**src/design/pr32_pkg.sv**
```systemverilog
// Package for the 3:2 polyphase resampler: coefficient table, widths and phase codes.
// No dependencies.
`default_nettype none
package pr32_pkg;
    localparam int SAMPLE_W = 16;
    localparam int COEF_TAPS = 16;
    localparam int FRAC_BITS = 15;
    localparam int ACC_W = 40;

    typedef logic signed [SAMPLE_W-1:0] sample_t;
    typedef logic signed [ACC_W-1:0] acc_t;

    localparam logic [1:0] PH_SKIP = 2'd0;
    localparam logic [1:0] PH_B = 2'd1;
    localparam logic [1:0] PH_A = 2'd2;

    // Coefficient for phase p (0 = A, 1 = B) at delay d; zero beyond the table.
    function automatic sample_t coef_at(input logic p, input logic [6:0] d);
        sample_t rom [0:31];
        logic [4:0] idx;
        rom = '{16'sd19, 16'sd0, -16'sd325, 16'sd765, 16'sd0, -16'sd3305, 16'sd8088,
                16'sd21580, 16'sd8923, -16'sd4044, 16'sd0, 16'sd1204, -16'sd612, 16'sd0,
                16'sd93, -16'sd16, 16'sd20, -16'sd118, 16'sd0, 16'sd874, -16'sd1927,
                16'sd0, 16'sd16176, 16'sd17847, 16'sd0, -16'sd3235, 16'sd1888, 16'sd0,
                -16'sd556, 16'sd250, 16'sd0, -16'sd15};
        idx = {p, 4'd15 - d[3:0]};
        if (d >= 7'd16) begin
            return '0;
        end
        return rom[idx];
    endfunction
endpackage
`default_nettype wire

```
**src/design/pr32_mac.sv**
```systemverilog
// Bit-serial MAC into acc: one coefficient bit per cycle while step is high.
// Depends on pr32_pkg.
`default_nettype none
module pr32_mac import pr32_pkg::*; (
    input  wire logic    aclk,
    input  wire logic    clear,
    input  wire logic    load,
    input  wire sample_t samp,
    input  wire sample_t coef,
    input  wire logic    step,
    output acc_t         acc
);
    acc_t acc_reg, acc_next;
    acc_t mcand_reg, mcand_next;
    logic [SAMPLE_W-1:0] mplier_reg, mplier_next;
    logic [3:0] bit_reg, bit_next;

    // Shift-add: last multiplier bit carries negative weight.
    always_comb begin
        acc_next = acc_reg;
        mcand_next = mcand_reg;
        mplier_next = mplier_reg;
        bit_next = bit_reg;
        if (clear) begin
            acc_next = '0;
        end
        if (load) begin
            mcand_next = ACC_W'(samp);
            mplier_next = coef;
            bit_next = '0;
        end else if (step) begin
            if (mplier_reg[0]) begin
                acc_next = (bit_reg == 4'd15) ? acc_reg - mcand_reg : acc_reg + mcand_reg;
            end
            mcand_next = mcand_reg <<< 1;
            mplier_next = mplier_reg >> 1;
            bit_next = bit_reg + 4'd1;
        end
    end

    always_ff @(posedge aclk) begin
        acc_reg <= acc_next;
        mcand_reg <= mcand_next;
        mplier_reg <= mplier_next;
        bit_reg <= bit_next;
    end

    assign acc = acc_reg;
endmodule
`default_nettype wire

```
**src/design/polyphase_resampler_3to2.sv**
```systemverilog
// 3:2 polyphase FIR resampler top level: history ring, tap sequencer, output register.
// Depends on pr32_pkg and pr32_mac.
//
//  channel | ports               | payload
//  in      | s_axis_t*           | tdata[15:0] sample
//  out     | m_axis_t*           | tdata[15:0] out_sample
//
// An input that is due no result leaves the sequencer idle; else the sequencer takes
// each tap through a load state and one bit-serial multiply step per coefficient bit.
// Reset clears the ring valid bits, pointer and phase. A stalled output holds
// its register; the sequencer then waits in its last state until that register
// is free, and the next input is accepted only once the sequencer is idle.
`default_nettype none
module polyphase_resampler_3to2 import pr32_pkg::*; #(
    parameter int TAPS = 16
) (
    input  wire logic        aclk,
    input  wire logic        aresetn,
    input  wire logic        s_axis_tvalid,
    output logic             s_axis_tready,
    input  wire logic [15:0] s_axis_tdata,   // [15:0] sample
    output logic             m_axis_tvalid,
    input  wire logic        m_axis_tready,
    output logic [15:0]      m_axis_tdata    // [15:0] out_sample
);
    localparam int PW = $clog2(TAPS);
    localparam int CW = $clog2(TAPS + 1);

    localparam logic [1:0] ST_IDLE = 2'd0;
    localparam logic [1:0] ST_LOAD = 2'd1;
    localparam logic [1:0] ST_MUL = 2'd2;
    localparam logic [1:0] ST_DONE = 2'd3;

    sample_t ring_mem [0:TAPS-1];
    logic [TAPS-1:0] vld_reg;
    logic [PW-1:0] wp_reg;
    logic [1:0] phase_reg;
    logic [1:0] state_reg;
    logic [CW-1:0] tap_reg;
    logic [3:0] cyc_reg;
    logic sel_b_reg;
    sample_t rd_reg;
    logic m_valid_reg;
    logic [15:0] m_data_reg;
    acc_t acc;
    logic [PW-1:0] wp_new;
    logic [PW-1:0] rd_idx;
    logic take;
    logic out_load;
    logic mac_clear, mac_load, mac_step;
    acc_t q;

    assign wp_new = (wp_reg == PW'(TAPS - 1)) ? '0 : wp_reg + 1'b1;
    assign rd_idx = (wp_reg >= PW'(tap_reg)) ? wp_reg - PW'(tap_reg)
                                             : PW'(TAPS) + wp_reg - PW'(tap_reg);
    assign s_axis_tready = (state_reg == ST_IDLE);
    assign take = s_axis_tvalid && s_axis_tready;
    assign out_load = (state_reg == ST_DONE) && (!m_valid_reg || m_axis_tready);
    assign mac_clear = take;
    assign mac_load = (state_reg == ST_LOAD);
    assign mac_step = (state_reg == ST_MUL);

    // Ring write and registered read of the tap sample. The newest sample
    // bypasses the ring so that tap zero is ready at the first load.
    always_ff @(posedge aclk) begin
        if (take) begin
            ring_mem[wp_new] <= s_axis_tdata;
            rd_reg <= s_axis_tdata;
        end else begin
            rd_reg <= vld_reg[rd_idx] ? ring_mem[rd_idx] : '0;
        end
    end

    pr32_mac u_mac (
        .aclk  (aclk),
        .clear (mac_clear),
        .load  (mac_load),
        .samp  (rd_reg),
        .coef  (coef_at(sel_b_reg, 7'(tap_reg))),
        .step  (mac_step),
        .acc   (acc)
    );

    assign q = acc >>> FRAC_BITS;

    // Sequencer over taps and multiplier bits, with the input phase, ring pointer and output valid flag.
    always_ff @(posedge aclk) begin
        if (!aresetn) begin
            vld_reg <= '0;
            wp_reg <= '0;
            phase_reg <= PH_SKIP;
            state_reg <= ST_IDLE;
            m_valid_reg <= 1'b0;
            tap_reg <= '0;
            cyc_reg <= '0;
            sel_b_reg <= 1'b0;
        end else begin
            if (out_load) begin
                m_valid_reg <= 1'b1;
            end else if (m_valid_reg && m_axis_tready) begin
                m_valid_reg <= 1'b0;
            end
            unique case (state_reg)
                ST_IDLE: begin
                    if (take) begin
                        wp_reg <= wp_new;
                        vld_reg[wp_new] <= 1'b1;
                        tap_reg <= '0;
                        if (phase_reg == PH_SKIP) begin
                            phase_reg <= PH_B;
                        end else begin
                            sel_b_reg <= (phase_reg == PH_B);
                            phase_reg <= (phase_reg == PH_B) ? PH_A : PH_SKIP;
                            state_reg <= ST_LOAD;
                        end
                    end
                end
                ST_LOAD: begin
                    cyc_reg <= '0;
                    state_reg <= ST_MUL;
                end
                ST_MUL: begin
                    cyc_reg <= cyc_reg + 4'd1;
                    // Move to the next tap early so its sample is read before the next load.
                    if (cyc_reg == 4'd0) begin
                        tap_reg <= tap_reg + 1'b1;
                    end
                    if (cyc_reg == 4'd15) begin
                        state_reg <= (tap_reg == CW'(TAPS)) ? ST_DONE : ST_LOAD;
                    end
                end
                ST_DONE: begin
                    if (out_load) begin
                        state_reg <= ST_IDLE;
                    end
                end
                default: state_reg <= ST_IDLE;
            endcase
        end
    end

    // Saturate the scaled sum into the output register.
    always_ff @(posedge aclk) begin
        if (out_load) begin
            if (q > acc_t'(32767)) begin
                m_data_reg <= 16'h7FFF;
            end else if (q < -acc_t'(32768)) begin
                m_data_reg <= 16'h8000;
            end else begin
                m_data_reg <= q[15:0];
            end
        end
    end

    assign m_axis_tvalid = m_valid_reg;
    assign m_axis_tdata = m_data_reg;
endmodule
`default_nettype wire

```
**config.mk**
```make
export PLATFORM = sky130hd
export DESIGN_NAME = polyphase_resampler_3to2
export DESIGN_NICKNAME = d
export VERILOG_FILES = /design/src/design/pr32_pkg.sv /design/src/design/pr32_mac.sv /design/src/design/polyphase_resampler_3to2.sv
export SDC_FILE = /design/constraint.sdc
export NUM_CORES = 1
export LEC_CHECK = 0
export ABC_AREA = 1
export BUFFER_PORTS_ARGS = -buffer_cell sky130_fd_sc_hd__buf_2
export CORE_AREA = 2 2 271 273
export CTS_CLUSTER_SIZE = 24
export DETAILED_ROUTE_END_ITERATION = 16
export DIE_AREA = 0 0 273 275
export GPL_TIMING_DRIVEN = 1
export PLACE_DENSITY = 0.47
export SYNTH_ARGS = -nofsm -noshare
export SYNTH_HDL_FRONTEND = slang
export SYNTH_SLANG_ARGS = --single-unit
```
**constraint.sdc**
```tcl
create_clock -name aclk -period 2.9 [get_ports aclk]
set_input_delay 0 -clock aclk [delete_from_list [all_inputs] [get_ports aclk]]
set_output_delay 0 -clock aclk [all_outputs]
set_load 0.01 [all_outputs]
```
; ---- Word level (Yosys, flattened, before mapping)
; Memory sizes are Yosys's and may differ from the RTL's.
; Cells that the tools add are included.
[word_totals]
regBits = 167
latchBits = 0
ramBits = 256
romBits = 512
in_bits = 20
out_inout_bits = 18
elab_cells = 101
mem_count = 2
[op_classes]
addsub = 8
multipliers = 0
div = 0
magnitude_cmp = 7
n_eq_ne = 13
shifts = 0
mux = 38
bitwise = 3
n_reduce_logical = 16
[mem_list]
columns = memory, depth, width, read_ports, rd_ports_with_merged_regs, write_ports, line_no
row1 = (name not given), 32, 16, 1, 0, 0, pr32_pkg.sv:30  ; return rom[idx];
row2 = ring_mem, 16, 16, 1, 0, 1, polyphase_resampler_3to2.sv:34  ; sample_t ring_mem [0:TAPS-1];
[op_table]
columns = op, count
row1 = $mux W40, 7
row2 = $mux W16, 9
row3 = $add A40 B40 Y40, 1
row4 = $sub A40 B40 Y40, 1
row5 = $gt A25 B16 Y1 const B, 1
row6 = $lt A25 B16 Y1 const B, 1
row7 = $or A16 B16 Y16, 1
row8 = $mux W2, 7
row9 = $add A4 B1 Y4 const B, 3
row10 = $eq A4 B4 Y1 const B, 3
row11 = $lt A4 B5 Y1 const B, 2
row12 = $mux W5, 2
row13 = $pmux W5 S2, 1
row14 = $pmux W2 S4, 1
row15 = $pmux W4 S2, 1
row16 = $mux W1, 7
row17 = $ge A6 B6 Y1 const B, 1
row18 = $ne A2 B1 Y1 const B, 3
row19 = $not A5 Y6, 1
row20 = $reduce_and A3 Y1, 2
row21 = $reduce_bool A2 Y1, 3
row22 = $add A5 B1 Y5 const B, 1
row23 = $eq A5 B5 Y1 const B, 1
row24 = $ge A5 B5 Y1 const B, 1
row25 = other kinds (17), 24

; ---- Logic depth before layout (Yosys ltp)
[depth]
ltp_word = 7
mapped_depth = 23
depth_no_buf = 23

; ---- By module
; From an unflattened synthesis, not the netlist that was laid out.
[unflattened]
cells_unflattened = 2656
area_unflattened_um2 = 22221.3
[by_module_without_submodules]
columns = mod, n_inst, cells_each, area_per_inst_um2, seq_area_each_um2
row1 = polyphase_resampler_3to2, 1, 1457, 14361.3, 9188.8
row2 = pr32_mac, 1, 1199, 7860.0, 2562.5

; ---- Worst setup path before layout
; No wires, ideal clock.
[synth_timing]
path_type = register to register
startpoint = reg u_mac.mcand_reg[0]
endpoint = reg u_mac.acc_reg[33], in the netlist u_mac.acc[33]
setup_time_ns = 0.109
arrival_ns = 2.729
required_ns = 2.791
setup_slack_ns = 0.062
path_stages_with_launch = 24
n_path_buf = 0
synth_period_minus_slack_ns = 2.838
cell_sequence = edfxtp_1 -> inv_1 -> ha_1 -> nand3_2 -> nor2_2 -> nand2_1 -> nand2_2 -> o21ai_1 -> a21oi_2 -> nand2_1 -> xor2_1 -> ha_1 -> nand2_1 -> inv_1 -> nand2_1 -> nand2_1 -> a21oi_1 -> nor2_1 -> nor2_1 -> nand2_1 -> nand2_1 -> nand3_1 -> nand2_1 -> inv_1
[synth_between]
elab_chain_cells = 5
elab_cells_between_ends = 6
cone_classes = add/sub: 2 / mux: 4
[synth_lines]
columns = item, line_no
row1 = "start, declared", pr32_mac.sv:14  ; acc_t mcand_reg, mcand_next;
row2 = "start signal, assigned", pr32_mac.sv:43  ; mcand_reg <= mcand_next;
row3 = $add A40 B40 Y40 / $sub A40 B40 Y40 (equally long branches), pr32_mac.sv:33  ; acc_next = (bit_reg == 4'd15) ? acc_reg - mcand_reg : acc_reg + mcand_reg;
row4 = $mux W40 (*), pr32_mac.sv:33
row5 = $mux W40 (*), pr32_mac.sv:32  ; if (mplier_reg[0]) begin
row6 = $mux W40 (*), pr32_mac.sv:31  ; end else if (step) begin
row7 = $mux W40 (*), pr32_mac.sv:27  ; if (load) begin
row8 = net u_mac.acc_next[33], pr32_mac.sv:13  ; acc_t acc_reg, acc_next;
row9 = "end signal, assigned", pr32_mac.sv:42  ; acc_reg <= acc_next;
row10 = "end, declared", pr32_mac.sv:13
; Mark *: on every way through the listed nets, which the timed path passes. The rest lies on a longest branch.
; A chain may end at the register's enable or synchronous reset.

; ---- Worst setup path after layout
[layout_timing]
startpoint = reg u_mac.mcand_reg[3]
endpoint = reg u_mac.acc_reg[32], in the netlist u_mac.acc[32]
; The elaborated chain is that of the path after synthesis.

==> Flow_metrics.wiki <==
{| class="wikitable"
! Metric !! Value
|-
| Transition at the pin with the smallest max-transition slack || ~0.63 ns
|-
| Highest cell delay on the worst timing path || 0.44 ns
|-
| Max-slew headroom at the worst pin || 57.78%
|-
| Global-route wire length before repair || 97.88 mm
|-
| Area fraction in compound gates after synthesis || 12.77%
|-
| Cell-by-cell trace of the critical path || nor2_2 > nand3_2 > nor2_4 > nand2_4 > buf_12 > o21ai_1 > xor2_1 > inv_1 > ha_4 > nand2_4 > nor2_4 > buf_4 > buf_4 > buf_4 > nand2_4 > nor2_2 > nand2_1 > nand3_1 > nand3_1 > nand2_1 > inv_1
|-
| Sum of routed wire length over all layers || between 60 and 70 mm
|-
| Root buf cell || clkbuf_16
|-
| Vias per inst || 4.795
|-
| Count of nets after finishing || approximately 2700
|-
| Dominant register cell in the synthesized netlist || edfxtp_1
|-
| Clk_lat worst skew || 0.64 ns
|-
| Critical-path cell with the highest stage delay || edfxtp_1
|-
| Combined area of all synthesized cells || 0.02141 mm²
|-
| Clock transition at the register clock pins on the worst setup and hold paths after CTS || ~0.06 ns
|-
| Iteration-0 DRC count of the detailed router || roughly 1100
|-
| Count of endpoints failing setup in the final report || 16
|-
| Total count of hold-check failures in the final report || 0
|-
| Clock period minus final worst setup slack || around 3 ns
|-
| Clock Path Buffers || 3
|-
| CTS tree || built
|-
| Count of unresolved DRC violations after routing || 0
|-
| Path category of the worst min-delay check || input port to flop
|-
| Worst reg-to-reg path cell count || 21
|-
| Number of detailed-routing iterations run before antenna repair || 5
|-
| Final clock period utilization by the worst path || 103.7%
|-
| Average instance area after synthesis || 8.987 µm²
|-
| Total power || 32.97 mW
|-
| Post-synthesis xor/xnor area fraction || 2.396%
|-
| Count of cell types in the netlist || 56
|-
| Setup repair after global routing missed its margin || yes
|-
| Synthesis Warnings || 0
|-
| Max FFs per register || about 260
|-
| Ports || 38
|-
| Area share of and/or/nand/nor cells after synthesis || 19.95%
|-
| Slew Limit Fails || 0
|-
| Crit Path Max Fanout || 4
|-
| Sequential area share after synthesis || between 50 and 60%
|-
| Number of nets with antenna violations after detailed routing || 0
|-
| Static leakage || 11.04 nW
|-
| Chip height || 275 µm
|-
| Remaining global-route overflow || 0
|-
| TritonCTS buffer count || 50
|-
| H-tree lvl count || 2
|-
| Total of buffers placed on input and output ports || 37
|-
| Violations in the final reports || negative setup slack
|-
| Number of standard cells after synthesis || 2382
|-
| Type of element launching the critical path || flop
|-
| Growth of design area from synthesis to finish || 28.27%
|-
| GR Util All Layers || 16.70%
|-
| Number of flops mapped to enable cells by yosys || 328
|-
| Antenna diode instance count || 0
|-
| Data arrival time of the critical path || 3.50 ns
|-
| Switching share of total power || roughly 44%
|-
| Peak ir drop on the vdd network || 0.8933 mV
|-
| Syn nets || between 2000 and 2500
|-
| Sequential share of power || between 20% and 30%
|-
| WL per Instance || 17.52 µm
|-
| Internal || 18.53 mW
|-
| Placeable core area || 0.07234 mm²
|-
| Fraction of layout cells with a size suffix above 1 || 24.13%
|-
| Adder and majority cell fraction of the synthesized area || around 3.7%
|-
| Post-Route Hold Slack || about 0.29 ns
|-
| Synth Register Bits || between 400 and 500
|-
| Async SR Flop Fraction || 0%
|-
| Max Cap Violations || 0
|-
| Core Rows || 99
|-
| Final HPWL DP || 41.87 mm
|-
| Dominant combinational cell family by area after synthesis || simple AND/OR/NAND/NOR gates
|-
| Maximum clock frequency || 332.5 MHz
|-
| Clk_skew || 0.07232 ns
|-
| Type of destination of the critical path || flop
|-
| Power density of the placed cells || about 1200 mW/mm²
|-
| Antenna violations before repair || 1
|-
| Required time of the critical path || ~3.4 ns
|-
| Hold Path Depth || 5
|-
| Area of the die || 0.07508 mm²
|-
| Combinational fraction of design power || 55.4%
|-
| Outcome || finished, violations left
|-
| Starting density of the core || 29.59%
|-
| Number of global-route vias before repair || 17004
|-
| Minimum setup slack in the final design || -0.1077 ns
|-
| Clock sink count || ~420
|-
| Power spent charging and discharging nets || 14.44 mW
|-
| Mux share of post-synthesis cell area || 0%
|-
| Worst setup path category || flop to flop
|-
| Gpl congestion || 0.9317
|-
| Total number of vias || 17435
|-
| Horiz. Die Dim || 273 µm
|-
| Part of the total power dissipated in the clock network || 18.9%
|-
| Maximum number of pins on one net before global-route repair || 81
|}
## cell families (layout without fill, tap and decap cells)
family | after synthesis | count (layout)
AOI/OAI and AO/OA | 462 | 462
xor gates and xnor gates | 56 | 56
buffers and inverters | 329 | 624
DFF | 423 | 423
adders and majority gates | 62 | 62
and+or+nand+nor | 1050 | 1050
## power groups by stage
stage	registers, mW	clock network [mW]	logic [mW]
finish	8.47	6.23	18.3
detailed placement	8.53	0	16.8
global route	8.57	6.60	20.2
floorplan	8.42	0	10.6
CTS	8.43	6.41	17.6
global placement	8.51	0	16.7
## placed cells by master, fill, tap and decap left out, types with 22 or more instances in the layout
cell / count
o21ai_1: 49
ha_1: 33
edfxtp_1: 328
ha_4: 24
inv_2: 26
a21oi_1: 157
buf_2: 37
nand2_2: 55
inv_1: 203
nand3_2: 22
a21oi_2: 30
nand2_1: 603
clkbuf_16: 50
o21ai_0: 86
nor2_1: 146
nand3_1: 95
a22o_1: 33
dfxtp_1: 93
nor2_2: 47
buf_4: 224
xor2_1: 33
## critical path, delay by kind of cell, from the launching register on
kind | cells | cell delay [ns]
xor gates and xnor gates | 1 | 0.15
AOI/OAI and AO/OA | 1 | 0.13
and+or+nand+nor | 12 | 1.16
buffers and inverters | 6 | 0.64
adders and majority gates | 1 | 0.33
DFF | 1 | 0.44
## Yosys cell counts, types with 7 or more instances
library cell	instances	area [µm²]
xnor2_1	12	105.1
nand3_1	112	560.5
xor2_1	41	359.1
o21ai_0	105	525.5
o21a_1	8	60.06
a32o_1	19	190.2
nand4_1	9	56.30
dfxtp_1	95	1902
o21ai_1	40	200.2
edfxtp_1	328	9849
o22ai_1	13	81.33
ha_1	60	750.7
nor2_1	206	773.2
buf_4	7	52.55
nor3_1	21	105.1
a22o_1	33	289.0
a21oi_1	191	955.9
inv_2	15	56.30
nand3b_1	7	52.55
buf_2	43	215.2
inv_1	215	807.0
a32oi_1	15	131.4
nand3_2	11	110.1
clkbuf_1	39	146.4
nand2_1	668	2507
## metrics by stage
stage / cells / instance area, µm² / TNS, ns / worst slack (ns) / util [%]
after global routing: 3636 / 27460 / -7.261 / -0.3287 / 37.96
after global placement: 3505 / 24260 / -6.584 / -0.3789 / 33.54
after floorplan: 2382 / 21410 / 0 / 0.06235 / -
after detailed placement: 3505 / 24260 / -7.766 / -0.4704 / 33.54
final: 3636 / 27460 / -0.9495 / -0.1077 / 37.96
after CTS: 3627 / 26820 / -1.477 / -0.1190 / 37.08
## cell type report
type                            count  area, µm²
Inverter                          233      878.3
Clock inverter                     33      321.6
Sequential cell                   423      11750
Fill cell                        7300      44880
Clock buffer                       61       1323
Timing Repair Buffer              297       2380
Tap cell                          959       1200
Multi-Input combinational cell   1630       9603
## metal layers
| metal | vias up | global-route usage, % | share of wire (%) |
|---|---|---|---|
| li1 | 8606 | - | - |
| met1 | 8414 | 22.55 | 46 |
| met2 | 314 | 28.22 | 48 |
| met3 | 99 | 1.990 | 3.5 |
| met4 | 2 | 4.702 | 2.5 |
| met5 | - | 0 | 0.020 |
## final timing paths
kind	start	to	slack (ns)
worst max-delay path	u_mac.mcand_reg[3]$_DFFE_PP_	u_mac.acc[32]$_DFF_P_	-0.11
worst max register to register	u_mac.mcand_reg[3]$_DFFE_PP_	u_mac.acc[32]$_DFF_P_	-0.11
worst min register to register	vld_reg[6]$_SDFFE_PN0P_	vld_reg[6]$_SDFFE_PN0P_	0.46
worst min-delay path	m_axis_tready	m_axis_tvalid$_SDFFE_PN0P_	0.29
## repair_timing
action                                 CTS  global route
setup buffers                            9             9
endpoints found under the hold margin  293             0
gates cloned                             0             0
setup endpoints to repair               34            33
hold buffers                            19             0
gates resized for setup                165           139
pin swaps                               49            42
(Power assumes the default switching activity.)
